**src/sv/hkm_pkg.sv**
```systemverilog
// hkm_pkg: types, codes and the key binding rom of the held-key note mapper
// no dependencies; imported by hkm_ctrl, hkm_dp, held_key_note_mapper and tb
package hkm_pkg;

  localparam int ROM_SIZE = 31;
  localparam int ROM_IW   = 5;

  localparam logic [1:0] MODE_KEY     = 2'd0;
  localparam logic [1:0] MODE_CANCEL  = 2'd1;
  localparam logic [1:0] MODE_REL_ALL = 2'd2;

  localparam logic [1:0] KIND_NONE    = 2'd0;
  localparam logic [1:0] KIND_NOTE    = 2'd1;
  localparam logic [1:0] KIND_SUSTAIN = 2'd2;

  localparam logic REG_GESTURE_PREFIX = 1'b0;

  typedef enum logic [1:0] {
    ST_IDLE,
    ST_KEY,
    ST_SCAN
  } state_t;

  typedef struct packed {
    logic [15:0] usage;
    logic [1:0]  kind;
    logic [6:0]  note;
  } binding_t;

  typedef struct packed {
    logic load;
    logic key_emit;
    logic cancel;
    logic scan_emit;
    logic scan_next;
  } cmd_t;

  typedef struct packed {
    logic [1:0] mode;
    logic       rem_zero;
    logic       scan_held;
    logic       scan_end;
    logic       out_free;
  } status_t;

  function automatic binding_t rom_entry(input logic [ROM_IW-1:0] idx);
    binding_t b;
    case (idx)
      5'd0:    b = '{16'h001d, KIND_NOTE, 7'd60};
      5'd1:    b = '{16'h0016, KIND_NOTE, 7'd61};
      5'd2:    b = '{16'h001b, KIND_NOTE, 7'd62};
      5'd3:    b = '{16'h0007, KIND_NOTE, 7'd63};
      5'd4:    b = '{16'h0006, KIND_NOTE, 7'd64};
      5'd5:    b = '{16'h0019, KIND_NOTE, 7'd65};
      5'd6:    b = '{16'h000a, KIND_NOTE, 7'd66};
      5'd7:    b = '{16'h0005, KIND_NOTE, 7'd67};
      5'd8:    b = '{16'h000b, KIND_NOTE, 7'd68};
      5'd9:    b = '{16'h0011, KIND_NOTE, 7'd69};
      5'd10:   b = '{16'h000d, KIND_NOTE, 7'd70};
      5'd11:   b = '{16'h0010, KIND_NOTE, 7'd71};
      5'd12:   b = '{16'h0014, KIND_NOTE, 7'd72};
      5'd13:   b = '{16'h001f, KIND_NOTE, 7'd73};
      5'd14:   b = '{16'h001a, KIND_NOTE, 7'd74};
      5'd15:   b = '{16'h0020, KIND_NOTE, 7'd75};
      5'd16:   b = '{16'h0008, KIND_NOTE, 7'd76};
      5'd17:   b = '{16'h0015, KIND_NOTE, 7'd77};
      5'd18:   b = '{16'h0022, KIND_NOTE, 7'd78};
      5'd19:   b = '{16'h0017, KIND_NOTE, 7'd79};
      5'd20:   b = '{16'h0023, KIND_NOTE, 7'd80};
      5'd21:   b = '{16'h001c, KIND_NOTE, 7'd81};
      5'd22:   b = '{16'h0024, KIND_NOTE, 7'd82};
      5'd23:   b = '{16'h0018, KIND_NOTE, 7'd83};
      5'd24:   b = '{16'h000c, KIND_NOTE, 7'd84};
      5'd25:   b = '{16'h0026, KIND_NOTE, 7'd85};
      5'd26:   b = '{16'h0012, KIND_NOTE, 7'd86};
      5'd27:   b = '{16'h0027, KIND_NOTE, 7'd87};
      5'd28:   b = '{16'h0013, KIND_NOTE, 7'd88};
      5'd29:   b = '{16'h002f, KIND_NOTE, 7'd89};
      5'd30:   b = '{16'h002c, KIND_SUSTAIN, 7'd0};
      default: b = '{16'h0000, KIND_NONE, 7'd0};
    endcase
    return b;
  endfunction

endpackage

```
**src/sv/hkm_ctrl.sv**
```systemverilog
// hkm_ctrl: sequencing state machine of the held-key note mapper
// depends on hkm_pkg; drives the command struct of hkm_dp
module hkm_ctrl (
  input  logic            clk,
  input  logic            rst_n,
  input  logic            in_valid,
  output logic            in_ready,
  input  hkm_pkg::status_t st,
  output hkm_pkg::cmd_t    cmd
);
  import hkm_pkg::*;

  state_t state_r, state_nxt;

  always_ff @(posedge clk) begin
    if (!rst_n) begin
      state_r <= ST_IDLE;
    end else begin
      state_r <= state_nxt;
    end
  end

  always_comb begin
    state_nxt = state_r;
    cmd       = '0;
    in_ready  = 1'b0;
    case (state_r)
      ST_IDLE: begin
        in_ready = 1'b1;
        if (in_valid) begin
          cmd.load = 1'b1;
          state_nxt = ST_KEY;
        end
      end
      ST_KEY: begin
        // mode is the latched request mode from here on
        case (st.mode)
          MODE_KEY: begin
            if (st.out_free) begin
              cmd.key_emit = 1'b1;
              state_nxt = ST_IDLE;
            end
          end
          MODE_CANCEL: begin
            cmd.cancel = 1'b1;
            state_nxt = ST_IDLE;
          end
          MODE_REL_ALL: begin
            state_nxt = ST_SCAN;
          end
          default: begin
            state_nxt = ST_IDLE;
          end
        endcase
      end
      ST_SCAN: begin
        if (st.rem_zero) begin
          state_nxt = ST_IDLE;
        end else if (st.scan_held && !st.out_free) begin
          state_nxt = ST_SCAN;
        end else begin
          cmd.scan_emit = st.scan_held;
          if (st.scan_end) begin
            state_nxt = ST_IDLE;
          end else begin
            cmd.scan_next = 1'b1;
          end
        end
      end
      default: begin
        state_nxt = ST_IDLE;
      end
    endcase
  end

  a_emit_needs_slot: assert property (@(posedge clk) disable iff (!rst_n)
    (cmd.key_emit || cmd.scan_emit) |-> st.out_free)
    else $error("result written while output register still occupied");

  a_scan_stops_at_limit: assert property (@(posedge clk) disable iff (!rst_n)
    (state_r == ST_SCAN && st.rem_zero) |=> (state_r == ST_IDLE))
    else $error("release-all scan continued past its limit");

endmodule

```
**src/sv/hkm_dp.sv**
```systemverilog
// hkm_dp: held-key mask, held count, rom lookup, scan index and result register
// depends on hkm_pkg; steered by hkm_ctrl through the command struct
module hkm_dp #(
  parameter int KEY_COUNT = 31
) (
  input  logic             clk,
  input  logic             rst_n,
  input  logic [1:0]       in_mode,
  input  logic [15:0]      in_key_usage,
  input  logic             in_is_press,
  input  logic [4:0]       in_max_releases,
  input  logic [63:0]      gesture_prefix,
  input  hkm_pkg::cmd_t    cmd,
  output hkm_pkg::status_t st,
  input  logic             out_ready,
  output logic             out_valid,
  output logic             out_accepted,
  output logic [1:0]       out_action_kind,
  output logic             out_action_pressed,
  output logic [6:0]       out_note_number,
  output logic [63:0]      out_gesture_tag,
  output logic [4:0]       out_held_count,
  output logic             out_last
);
  import hkm_pkg::*;

  localparam int N  = (KEY_COUNT < ROM_SIZE) ? KEY_COUNT : ROM_SIZE;
  localparam int IW = (N > 1) ? $clog2(N) : 1;

  // latched request
  logic [1:0]    mode_r;
  logic [15:0]   usage_r;
  logic          press_r;
  logic [4:0]    rem_r, rem_nxt;
  logic [IW-1:0] scan_idx_r, scan_idx_nxt;

  logic [N-1:0]  held_mask_r, held_mask_nxt;
  logic [4:0]    held_cnt_r, held_cnt_nxt;

  logic          out_valid_r, out_valid_nxt;
  logic          out_acc_r, out_acc_nxt;
  logic [1:0]    out_kind_r, out_kind_nxt;
  logic          out_pressed_r, out_pressed_nxt;
  logic [6:0]    out_note_r, out_note_nxt;
  logic [63:0]   out_gid_r, out_gid_nxt;
  logic [4:0]    out_cnt_r, out_cnt_nxt;
  logic          out_last_r, out_last_nxt;

  logic          hit;
  logic [IW-1:0] key_idx;
  logic [N-1:0]  key_bit, scan_bit;
  logic          key_held, scan_held;
  binding_t      key_ent, scan_ent;
  logic          out_free;

  // parallel match of the latched usage against each of the first N rom entries
  always_comb begin
    hit     = 1'b0;
    key_idx = '0;
    for (int k = 0; k < N; k++) begin
      if (!hit && usage_r == rom_entry(ROM_IW'(k)).usage) begin
        hit     = 1'b1;
        key_idx = IW'(k);
      end
    end
  end

  assign key_bit   = N'(1) << key_idx;
  assign scan_bit  = N'(1) << scan_idx_r;
  assign key_held  = |(held_mask_r & key_bit);
  assign scan_held = |(held_mask_r & scan_bit);
  assign key_ent   = rom_entry(ROM_IW'(key_idx));
  assign scan_ent  = rom_entry(ROM_IW'(scan_idx_r));
  assign out_free  = !out_valid_r || out_ready;

  assign st.mode      = mode_r;
  assign st.rem_zero  = (rem_r == 5'd0);
  assign st.scan_held = scan_held;
  assign st.scan_end  = (scan_idx_r == IW'(N - 1));
  assign st.out_free  = out_free;

  always_comb begin
    logic key_act;
    logic key_acc;
    held_mask_nxt   = held_mask_r;
    held_cnt_nxt    = held_cnt_r;
    rem_nxt         = rem_r;
    scan_idx_nxt    = scan_idx_r;
    out_valid_nxt   = out_valid_r && !out_ready;
    out_acc_nxt     = out_acc_r;
    out_kind_nxt    = out_kind_r;
    out_pressed_nxt = out_pressed_r;
    out_note_nxt    = out_note_r;
    out_gid_nxt     = out_gid_r;
    out_cnt_nxt     = out_cnt_r;
    out_last_nxt    = out_last_r;
    key_act         = 1'b0;
    key_acc         = 1'b0;

    if (cmd.load) begin
      rem_nxt      = in_max_releases;
      scan_idx_nxt = '0;
    end

    if (cmd.key_emit) begin
      if (hit) begin
        if (press_r) begin
          key_acc = 1'b1;
          if (!key_held) begin
            key_act       = 1'b1;
            held_mask_nxt = held_mask_r | key_bit;
            held_cnt_nxt  = held_cnt_r + 5'd1;
          end
        end else if (key_held) begin
          key_acc       = 1'b1;
          key_act       = 1'b1;
          held_mask_nxt = held_mask_r & ~key_bit;
          held_cnt_nxt  = held_cnt_r - 5'd1;
        end
      end
      out_valid_nxt   = 1'b1;
      out_acc_nxt     = key_acc;
      out_kind_nxt    = key_act ? key_ent.kind : KIND_NONE;
      out_pressed_nxt = key_act && press_r;
      out_note_nxt    = key_act ? key_ent.note : 7'd0;
      out_gid_nxt     = key_act ? (gesture_prefix | {48'd0, key_ent.usage}) : 64'd0;
      out_cnt_nxt     = held_cnt_nxt;
      out_last_nxt    = 1'b1;
    end

    if (cmd.cancel && hit && key_held) begin
      held_mask_nxt = held_mask_r & ~key_bit;
      held_cnt_nxt  = held_cnt_r - 5'd1;
    end

    if (cmd.scan_emit) begin
      held_mask_nxt   = held_mask_r & ~scan_bit;
      held_cnt_nxt    = held_cnt_r - 5'd1;
      rem_nxt         = rem_r - 5'd1;
      out_valid_nxt   = 1'b1;
      out_acc_nxt     = 1'b1;
      out_kind_nxt    = scan_ent.kind;
      out_pressed_nxt = 1'b0;
      out_note_nxt    = scan_ent.note;
      out_gid_nxt     = gesture_prefix | {48'd0, scan_ent.usage};
      out_cnt_nxt     = held_cnt_r - 5'd1;
      // lower bits are already cleared, so nothing left means this is the final one
      out_last_nxt    = ((held_mask_r & ~scan_bit) == '0) || (rem_r == 5'd1);
    end

    if (cmd.scan_next) begin
      scan_idx_nxt = scan_idx_r + IW'(1);
    end
  end

  always_ff @(posedge clk) begin
    if (!rst_n) begin
      held_mask_r <= '0;
      held_cnt_r  <= '0;
      out_valid_r <= 1'b0;
      rem_r       <= '0;
      scan_idx_r  <= '0;
    end else begin
      held_mask_r <= held_mask_nxt;
      held_cnt_r  <= held_cnt_nxt;
      out_valid_r <= out_valid_nxt;
      rem_r       <= rem_nxt;
      scan_idx_r  <= scan_idx_nxt;
    end
  end

  always_ff @(posedge clk) begin
    if (cmd.load) begin
      mode_r  <= in_mode;
      usage_r <= in_key_usage;
      press_r <= in_is_press;
    end
    out_acc_r     <= out_acc_nxt;
    out_kind_r    <= out_kind_nxt;
    out_pressed_r <= out_pressed_nxt;
    out_note_r    <= out_note_nxt;
    out_gid_r     <= out_gid_nxt;
    out_cnt_r     <= out_cnt_nxt;
    out_last_r    <= out_last_nxt;
  end

  assign out_valid          = out_valid_r;
  assign out_accepted       = out_acc_r;
  assign out_action_kind    = out_kind_r;
  assign out_action_pressed = out_pressed_r;
  assign out_note_number    = out_note_r;
  assign out_gesture_tag    = out_gid_r;
  assign out_held_count     = out_cnt_r;
  assign out_last           = out_last_r;

  a_count_tracks_mask: assert property (@(posedge clk) disable iff (!rst_n)
    held_cnt_r == 5'($countones(held_mask_r)))
    else $error("held count out of step with held mask");

  a_scan_result_is_release: assert property (@(posedge clk) disable iff (!rst_n)
    cmd.scan_emit |=> (out_valid_r && out_acc_r && !out_pressed_r))
    else $error("release-all result not an accepted release");

endmodule

```
**src/sv/held_key_note_mapper.sv**
```systemverilog
// held_key_note_mapper: top level with the gesture prefix register and apb port
// depends on hkm_pkg, hkm_ctrl and hkm_dp
//
// a request (mode, key_usage, is_press, max_releases) is taken on in_valid and
// in_ready; results leave on out_valid and out_ready, one per cycle at most.
// a key event puts one result, marked last, in the output register from the key
// state once that register is free. cancel gives no result. release all goes on
// to the scan state, then walks KEY_COUNT rom entries (31 at most) one per
// cycle, waiting while a held key finds the output register full, and gives one
// release result per held key, up to max_releases, the final one marked last.
// the block takes one request at a time: in_ready is high while no request is
// in progress, even while a finished result still waits in the output register.
// a stalled receiver holds the result register and the scan waits at the next
// held key. gesture_prefix is a 64-bit register at byte address 0 of the apb
// port; the user must write it only while idle, which the block itself does not
// enforce. reset clears the held mask, the held count, the gesture prefix and
// the output valid; the block is ready the cycle after reset.
module held_key_note_mapper #(
  parameter int KEY_COUNT = 31
) (
  input  logic        clk,
  input  logic        rst_n,
  input  logic        in_valid,
  output logic        in_ready,
  input  logic [1:0]  in_mode,
  input  logic [15:0] in_key_usage,
  input  logic        in_is_press,
  input  logic [4:0]  in_max_releases,
  output logic        out_valid,
  input  logic        out_ready,
  output logic        out_accepted,
  output logic [1:0]  out_action_kind,
  output logic        out_action_pressed,
  output logic [6:0]  out_note_number,
  output logic [63:0] out_gesture_tag,
  output logic [4:0]  out_held_count,
  output logic        out_last,
  input  logic        cfg_psel,
  input  logic        cfg_penable,
  input  logic        cfg_pwrite,
  input  logic [3:0]  cfg_paddr,
  input  logic [63:0] cfg_pwdata,
  output logic [63:0] cfg_prdata,
  output logic        cfg_pready
);
  import hkm_pkg::*;

  logic [63:0] prefix_r;
  cmd_t        cmd;
  status_t     st;
  logic        cfg_wr;

  assign cfg_pready = 1'b1;
  assign cfg_wr     = cfg_psel && cfg_penable && cfg_pwrite && cfg_pready;

  always_ff @(posedge clk) begin
    if (!rst_n) begin
      prefix_r <= '0;
    end else if (cfg_wr && cfg_paddr[3] == REG_GESTURE_PREFIX) begin
      prefix_r <= cfg_pwdata;
    end
  end

  assign cfg_prdata = (cfg_paddr[3] == REG_GESTURE_PREFIX) ? prefix_r : 64'd0;

  hkm_ctrl u_ctrl (
    .clk      (clk),
    .rst_n    (rst_n),
    .in_valid (in_valid),
    .in_ready (in_ready),
    .st       (st),
    .cmd      (cmd)
  );

  hkm_dp #(
    .KEY_COUNT (KEY_COUNT)
  ) u_dp (
    .clk                (clk),
    .rst_n              (rst_n),
    .in_mode            (in_mode),
    .in_key_usage       (in_key_usage),
    .in_is_press        (in_is_press),
    .in_max_releases    (in_max_releases),
    .gesture_prefix     (prefix_r),
    .cmd                (cmd),
    .st                 (st),
    .out_ready          (out_ready),
    .out_valid          (out_valid),
    .out_accepted       (out_accepted),
    .out_action_kind    (out_action_kind),
    .out_action_pressed (out_action_pressed),
    .out_note_number    (out_note_number),
    .out_gesture_tag    (out_gesture_tag),
    .out_held_count     (out_held_count),
    .out_last           (out_last)
  );

endmodule

```
**config.mk**
```make
export PLATFORM = sky130hd
export DESIGN_NAME = held_key_note_mapper
export DESIGN_NICKNAME = d
export VERILOG_FILES = /design/src/sv/hkm_pkg.sv /design/src/sv/hkm_ctrl.sv /design/src/sv/hkm_dp.sv /design/src/sv/held_key_note_mapper.sv
export SDC_FILE = /design/constraint.sdc
export NUM_CORES = 1
export LEC_CHECK = 0
export ABC_AREA = 1
export CAP_MARGIN = 20
export CORE_UTILIZATION = 40
export CTS_BUF_LIST = sky130_fd_sc_hd__clkbuf_8
export CTS_CLUSTER_DIAMETER = 30
export DETAILED_ROUTE_END_ITERATION = 8
export DONT_BUFFER_PORTS = 1
export GPL_ROUTABILITY_DRIVEN = 0
export HOLD_SLACK_MARGIN = 0.05
export PLACE_DENSITY = 0.59
export SYNTH_ARGS = -nofsm -noshare
export SYNTH_HDL_FRONTEND = slang
export SYNTH_SLANG_ARGS = --single-unit
export TNS_END_PERCENT = 10
```
**constraint.sdc**
```tcl
create_clock -name clk -period 5.8 [get_ports clk]
set_input_delay 1.16 -clock clk [delete_from_list [all_inputs] [get_ports clk]]
set_output_delay 1.16 -clock clk [all_outputs]
set_load 0.02 [all_outputs]
```
==> flow_metrics.py, run 1 <==
metrics = {
    "outcome": {
        "status": "complete, no violations",
    },
    "timing": {
        "rsz0062_at_grt": "no",
        "fin_setup_tns_ps": 0,
        "setup_ws_ps": 531,
        "fmax_mhz": 190,
        "maxSlewHeadroom": 0.268,
        "fin_skew_ps": 43.3,
        "tightest_slew_ps": 1100,
        "finalMaxSlewViolations": 0,
        "hold_viol": 0,
        "period_share": 0.908,
        "fin_crit_ps": 5270,
        "setup_viol": 0,
    },
    "final_layout": {
        "drive_gt1_frac": 0.0785,
        "final_net_count": 2114,
        "layout_common_cells": "nand2_1, nor2_1, inv_1",
        "area_growth_pct": 11.5,
        "final_common_cell": "nand2_1",
        "antenna_cells": 0,
    },
    "placed_design": {
        "pre_cts_slack_ps": 344,
        "dp_hpwl_mm": 32.1,
        "io_buffers": 0,
    },
    "synthesis": {
        "synth_seq_cells": 228,
        "ys_seq_area_frac": 0.403,
        "synth_top_cell_by_area": "edfxtp_1",
        "synth_nets": 2123,
        "ys_types": 52,
        "synthesis.area_mm2": 0.0138,
        "yosysTopAreaCellShare": 0.214,
        "synth-async-reset-ratio": 0,
        "synth_area_per_cell_um2": 6.90,
        "synth.area.top_cells": "edfxtp_1, dfxtp_1, nand2_1",
        "synth_cells": 1994,
        "yosys_warnings": 0,
        "synth-main-ff-cell": "dfxtp_1",
        "synth_edf_count": 98,
    },
    "setup_path": {
        "cp_top_family": "simple AND/OR/NAND/NOR gates",
        "required_ps": 6330,
        "cp-start-kind": "register",
        "endpoint_kind": "register",
        "cpMostUsedCell": "nand2_1",
        "cp.arrival_ps": 5800,
        "crit_type": "register to register",
        "cp.buffers_inverters": 9,
        "slowest_stage": "edfxtp_1",
        "critical_path_peak_fanout": 21,
        "cp_slowest_stage_delay_ps": 360,
    },
    "clock_tree": {
        "cts_setup_buffers": 0,
        "htreeDepth": 2,
        "cts_tree": "built",
        "cts.clk_slew.worst_paths_ps": 60,
        "clock_sinks": 228,
        "cts_buffer_depth": 3,
        "cts_buffers": 50,
        "cts-root-buf": "clkbuf_8",
        "clock_latency_ps": 620,
    },
    "floorplanning": {
        "core_area_mm2": 0.0337,
        "die_h_um": 187,
        "initial_utilization": 0.408,
        "row_count": 67,
        "fp.dieW_um": 187,
        "num_io_pins": 247,
        "die-area_mm2": 0.0352,
    },
    "grt": {
        "grt_max_degree": 80,
        "grt_first_pass_wirelength_mm": 69.5,
        "grt_use_total": 0.248,
        "grt_remaining_overflow": 0,
        "antenna_found_initial": 0,
        "first_global_vias": 12500,
    },
    "route": {
        "ant_nets": 0,
        "drc": 0,
        "dr_total_vias": 13600,
        "dr.first_iter.drc_count": 1391,
        "vias_per_cell": 5.50,
        "drt-total-wl_mm": 44.9,
        "wire_per_inst_um": 18.2,
        "firstDrtPassIters": 6,
    },
    "pwr": {
        "ir_drop_mv": 0.172,
        "power_density_mw_per_mm2": 253,
        "p_leak_nw": 6.36,
    },
    "run": {
        "maxCapViolCount": 0,
    },
    "worst_hold_path": {
        "hold_class": "register to register",
    },
}
[power breakdown]
| group | internal (mW) | switching [mW] |
|---|---|---|
| clock | 1.21 | 0.800 |
| sequential | 1.71 | 0.0280 |
| combinational | 0.0320 | 0.107 |
[cell usage after synthesis, types with 4 or more instances]
cell and n:
clkinv_1 4, nand3_1 132, dfxtp_1 130, inv_2 13, a32o_1 4, inv_1 277
nor2_1 317, edfxtp_1 98, o211ai_1 4, o21ai_0 160, nor2_4 5, nand3b_1 5
ha_1 30, nand3_2 4, a31oi_1 4, xor2_1 7, buf_1 6, buf_6 5
buf_4 7, o21ai_1 17, nor4_1 12, o22ai_1 10, a21oi_1 123, buf_2 18
nand4_1 66, nor3_1 50, o31ai_1 6, clkbuf_1 53, nor2_2 8, nand2_1 377
o221ai_1 4
[worst paths after layout]
path / from / end / slack, ps / depth (start not counted)
worst min register to register: prefix_r[16]$_SDFFE_PN0P_ / prefix_r[16]$_SDFFE_PN0P_ / 470 / 2
worst max register to register: u_dp.usage_r[4]$_DFFE_PP_ / u_dp.held_cnt_r[0]$_SDFFE_PN0P_ / 530 / 32
worst min-delay path: prefix_r[16]$_SDFFE_PN0P_ / prefix_r[16]$_SDFFE_PN0P_ / 470 / 2
worst max-delay path: u_dp.usage_r[4]$_DFFE_PP_ / u_dp.held_cnt_r[0]$_SDFFE_PN0P_ / 530 / 32
[through the flow]
| stage | total power, mW | cells | hold slack, ps | utilization | instance area, um^2 |
|---|---|---|---|---|---|
| after floorplan | 1.88 | 1994 | 450 | - | 13800 |
| after global placement | 1.90 | 2381 | 459 | 0.421 | 14200 |
| after detailed placement | 1.91 | 2381 | 465 | 0.421 | 14200 |
| after CTS | 3.93 | 2474 | 474 | 0.455 | 15300 |
| after global routing | 4.02 | 2474 | 495 | 0.455 | 15300 |
| final | 3.88 | 2474 | 472 | 0.455 | 15300 |
[final cells by class]
cell class                 instances  area, um^2
timing repair buffer              28         260
tap                              448         561
inverter                         294        1110
fill                            3483       18400
clock buffer                      55         757
multi-input combinational       1383        6710
clock inverter                    38         402
sequential                       228        5550
[cell families (layout without fill, tap and decap cells)]
kind of cell    count (synthesis)  after routing  share of synthesized area
fa+ha+maj                      30             30                     0.0273
buf+inv                       383            415                      0.111
flops                         228            228                      0.403
xor+xnor                       10             10                    0.00636
other cells                     1              1                   0.000272
simple gates                  992            992                      0.315
mux                             1              1                   0.000727
compound gates                349            349                      0.137
[layer usage]
layer	GRT usage	up-vias	routed length (um)
met1	0.330	6351	19200
met3	0.0490	95	3510
met5	0	-	0
met2	0.396	619	20900
li1	-	6550	-
met4	0.0988	0	1370
[worst reg2reg max path, delay by kind of cell (launching register included)]
kind | cells | cell delay (ps)
AOI/OAI and AO/OA | 2 | 240
DFF | 1 | 360
adders and majority gates | 1 | 350
buffers and inverters | 9 | 1200
and+or+nand+nor | 20 | 3010
[timing repair]
action / in CTS / in global routing
hold endpoints to repair: 0 / 0
setup endpoints to repair: 0 / 43
resized for setup: 0 / 5
hold buffers: 0 / 0
Note: power is estimated with default switching activity, not from simulation.
==> run 2: changes to the inputs <==
GPL_TIMING_DRIVEN = 0   (was not set)
==> flow_metrics.py, run 2 (same netlist as run 1, synthesis figures left out) <==
metrics = {
    "outcome": {
        "status": "complete, no violations",
    },
    "grt": {
        "first_global_vias": 13300,
        "grt_remaining_overflow": 0,
        "grt_first_pass_wirelength_mm": 75.0,
        "antenna_found_initial": 3,
        "grt_use_total": 0.273,
        "grt_max_degree": 67,
    },
    "route": {
        "drc": 0,
        "dr_total_vias": 14300,
        "drt-total-wl_mm": 49.3,
        "wl_met2_mm": 21.6,
        "dr.first_iter.drc_count": 1775,
        "vias_per_cell": 5.60,
        "route.top_layer_used": "met4",
        "firstDrtPassIters": 6,
        "wl_met3_mm": 4.67,
        "ant_nets": 0,
        "wire_per_inst_um": 19.3,
        "wl_met1_mm": 20.6,
    },
    "timing": {
        "rsz0062_at_grt": "yes",
        "fin_crit_ps": 5510,
        "finalMaxSlewViolations": 0,
        "setup_viol": 0,
        "maxSlewHeadroom": 0.346,
        "setup_ws_ps": 285,
        "fin_skew_ps": 27.5,
        "hold_viol": 0,
        "whs_ps": 477,
        "period_share": 0.951,
        "fmax_mhz": 181,
        "fin_setup_tns_ps": 0,
        "tightest_slew_ps": 977,
    },
    "setup_path": {
        "cpMostUsedCell": "nand2_1",
        "cp.arrival_ps": 5850,
        "cp_slowest_stage_delay_ps": 410,
        "cp-start-kind": "register",
        "slowest_stage": "clkbuf_1",
        "endpoint_kind": "register",
        "rrSetupSlack_ps": 290,
        "required_ps": 6130,
        "crit_type": "register to register",
        "critical_path_peak_fanout": 10,
        "r2r_cells": 32,
    },
    "clock_tree": {
        "cts_buffers": 55,
        "clock_latency_ps": 620,
        "cts_buffer_depth": 3,
        "cts_tree": "built",
        "cts.clk_slew.worst_paths_ps": 60,
        "cts-root-buf": "clkbuf_8",
        "clock_sinks": 228,
        "htreeDepth": 2,
        "hold_buffers": 0,
    },
    "final_layout": {
        "layout_common_cells": "nand2_1, nor2_1, inv_1",
        "fillers": 3494,
        "final_common_cell": "nand2_1",
        "final_net_count": 2188,
        "area_growth_pct": 14.5,
        "drive_gt1_frac": 0.0874,
        "final_util": 0.468,
        "stdcell_area_mm2": 0.0158,
    },
    "run": {
        "maxCapViolCount": 0,
    },
    "floorplanning": {
        "die-area_mm2": 0.0352,
        "fp.dieW_um": 187,
        "core_area_mm2": 0.0337,
        "die_h_um": 187,
        "initial_utilization": 0.408,
        "row_count": 67,
        "num_io_pins": 247,
    },
    "placed_design": {
        "pre_cts_slack_ps": -145,
        "dp_hpwl_mm": 37.7,
        "io_buffers": 0,
        "dpl_cell_area_mm2": 0.0144,
    },
    "worst_hold_path": {
        "hold_class": "register to register",
        "hold_depth": 2,
    },
    "pwr": {
        "power_density_mw_per_mm2": 256,
        "p_leak_nw": 6.55,
        "ir_drop_mv": 0.158,
    },
}
==> run 2: path summary, 6_finish.rpt <==
kind                             startpoint                            endpoint
setup reg to reg  u_dp.usage_r[4]$_DFFE_PP_  u_dp.out_gesture_tag[34]$_DFFE_PP_
hold / removal    prefix_r[25]$_SDFFE_PN0P_           prefix_r[25]$_SDFFE_PN0P_
hold reg to reg   prefix_r[25]$_SDFFE_PN0P_           prefix_r[25]$_SDFFE_PN0P_
setup / recovery  u_dp.usage_r[4]$_DFFE_PP_  u_dp.out_gesture_tag[34]$_DFFE_PP_
==> run 2: per-layer routing <==
layer | vias up | global-route usage
li1 | 6726 | -
met1 | 6601 | 0.366
met2 | 820 | 0.417
met3 | 171 | 0.0575
met4 | 0 | 0.135
met5 | - | 0
==> run 2: what timing repair did <==
item	CTS	global route
buffers inserted	0	4
gates resized for setup	3	20
pin swaps	0	1
hold endpoints to repair	0	0
endpoints found under the setup margin	67	101
==> run 2: power breakdown <==
| group | switching (mW) | total [mW] | leakage (nW) | internal, mW |
|---|---|---|---|---|
| Sequential | 0.0260 | 1.73 | 1.98 | 1.71 |
| Clock | 0.811 | 2.13 | 0.682 | 1.31 |
| Combinational | 0.132 | 0.171 | 3.89 | 0.0389 |
==> run 2: stage by stage <==
stage                     cells  total power, mW
after global routing       2556             4.18
after CTS                  2548             4.07
after floorplan            1994             1.88
after detailed placement   2445             1.93
final                      2556             4.03
after global placement     2442             1.93
==> run 2: worst max-delay path, delay by kind of cell (launching register included) <==
family / cells / cell delay [ps]
and+or+nand+nor: 21 / 2940
buffers and inverters: 9 / 1350
adders and majority gates: 2 / 570
DFF: 1 / 370
==> run 2: area by class of cell <==
type	count	area (um^2)	share of cell area
timing repair buffer	8	100	0.00635
clock inverter	37	360	0.0229
tap	448	561	0.0356
multi-input combinational	1383	6740	0.428
inverter	294	1110	0.0702
buffer	89	433	0.0275
antenna	3	7.51	0.000476
clock buffer	66	908	0.0576
sequential	228	5550	0.352
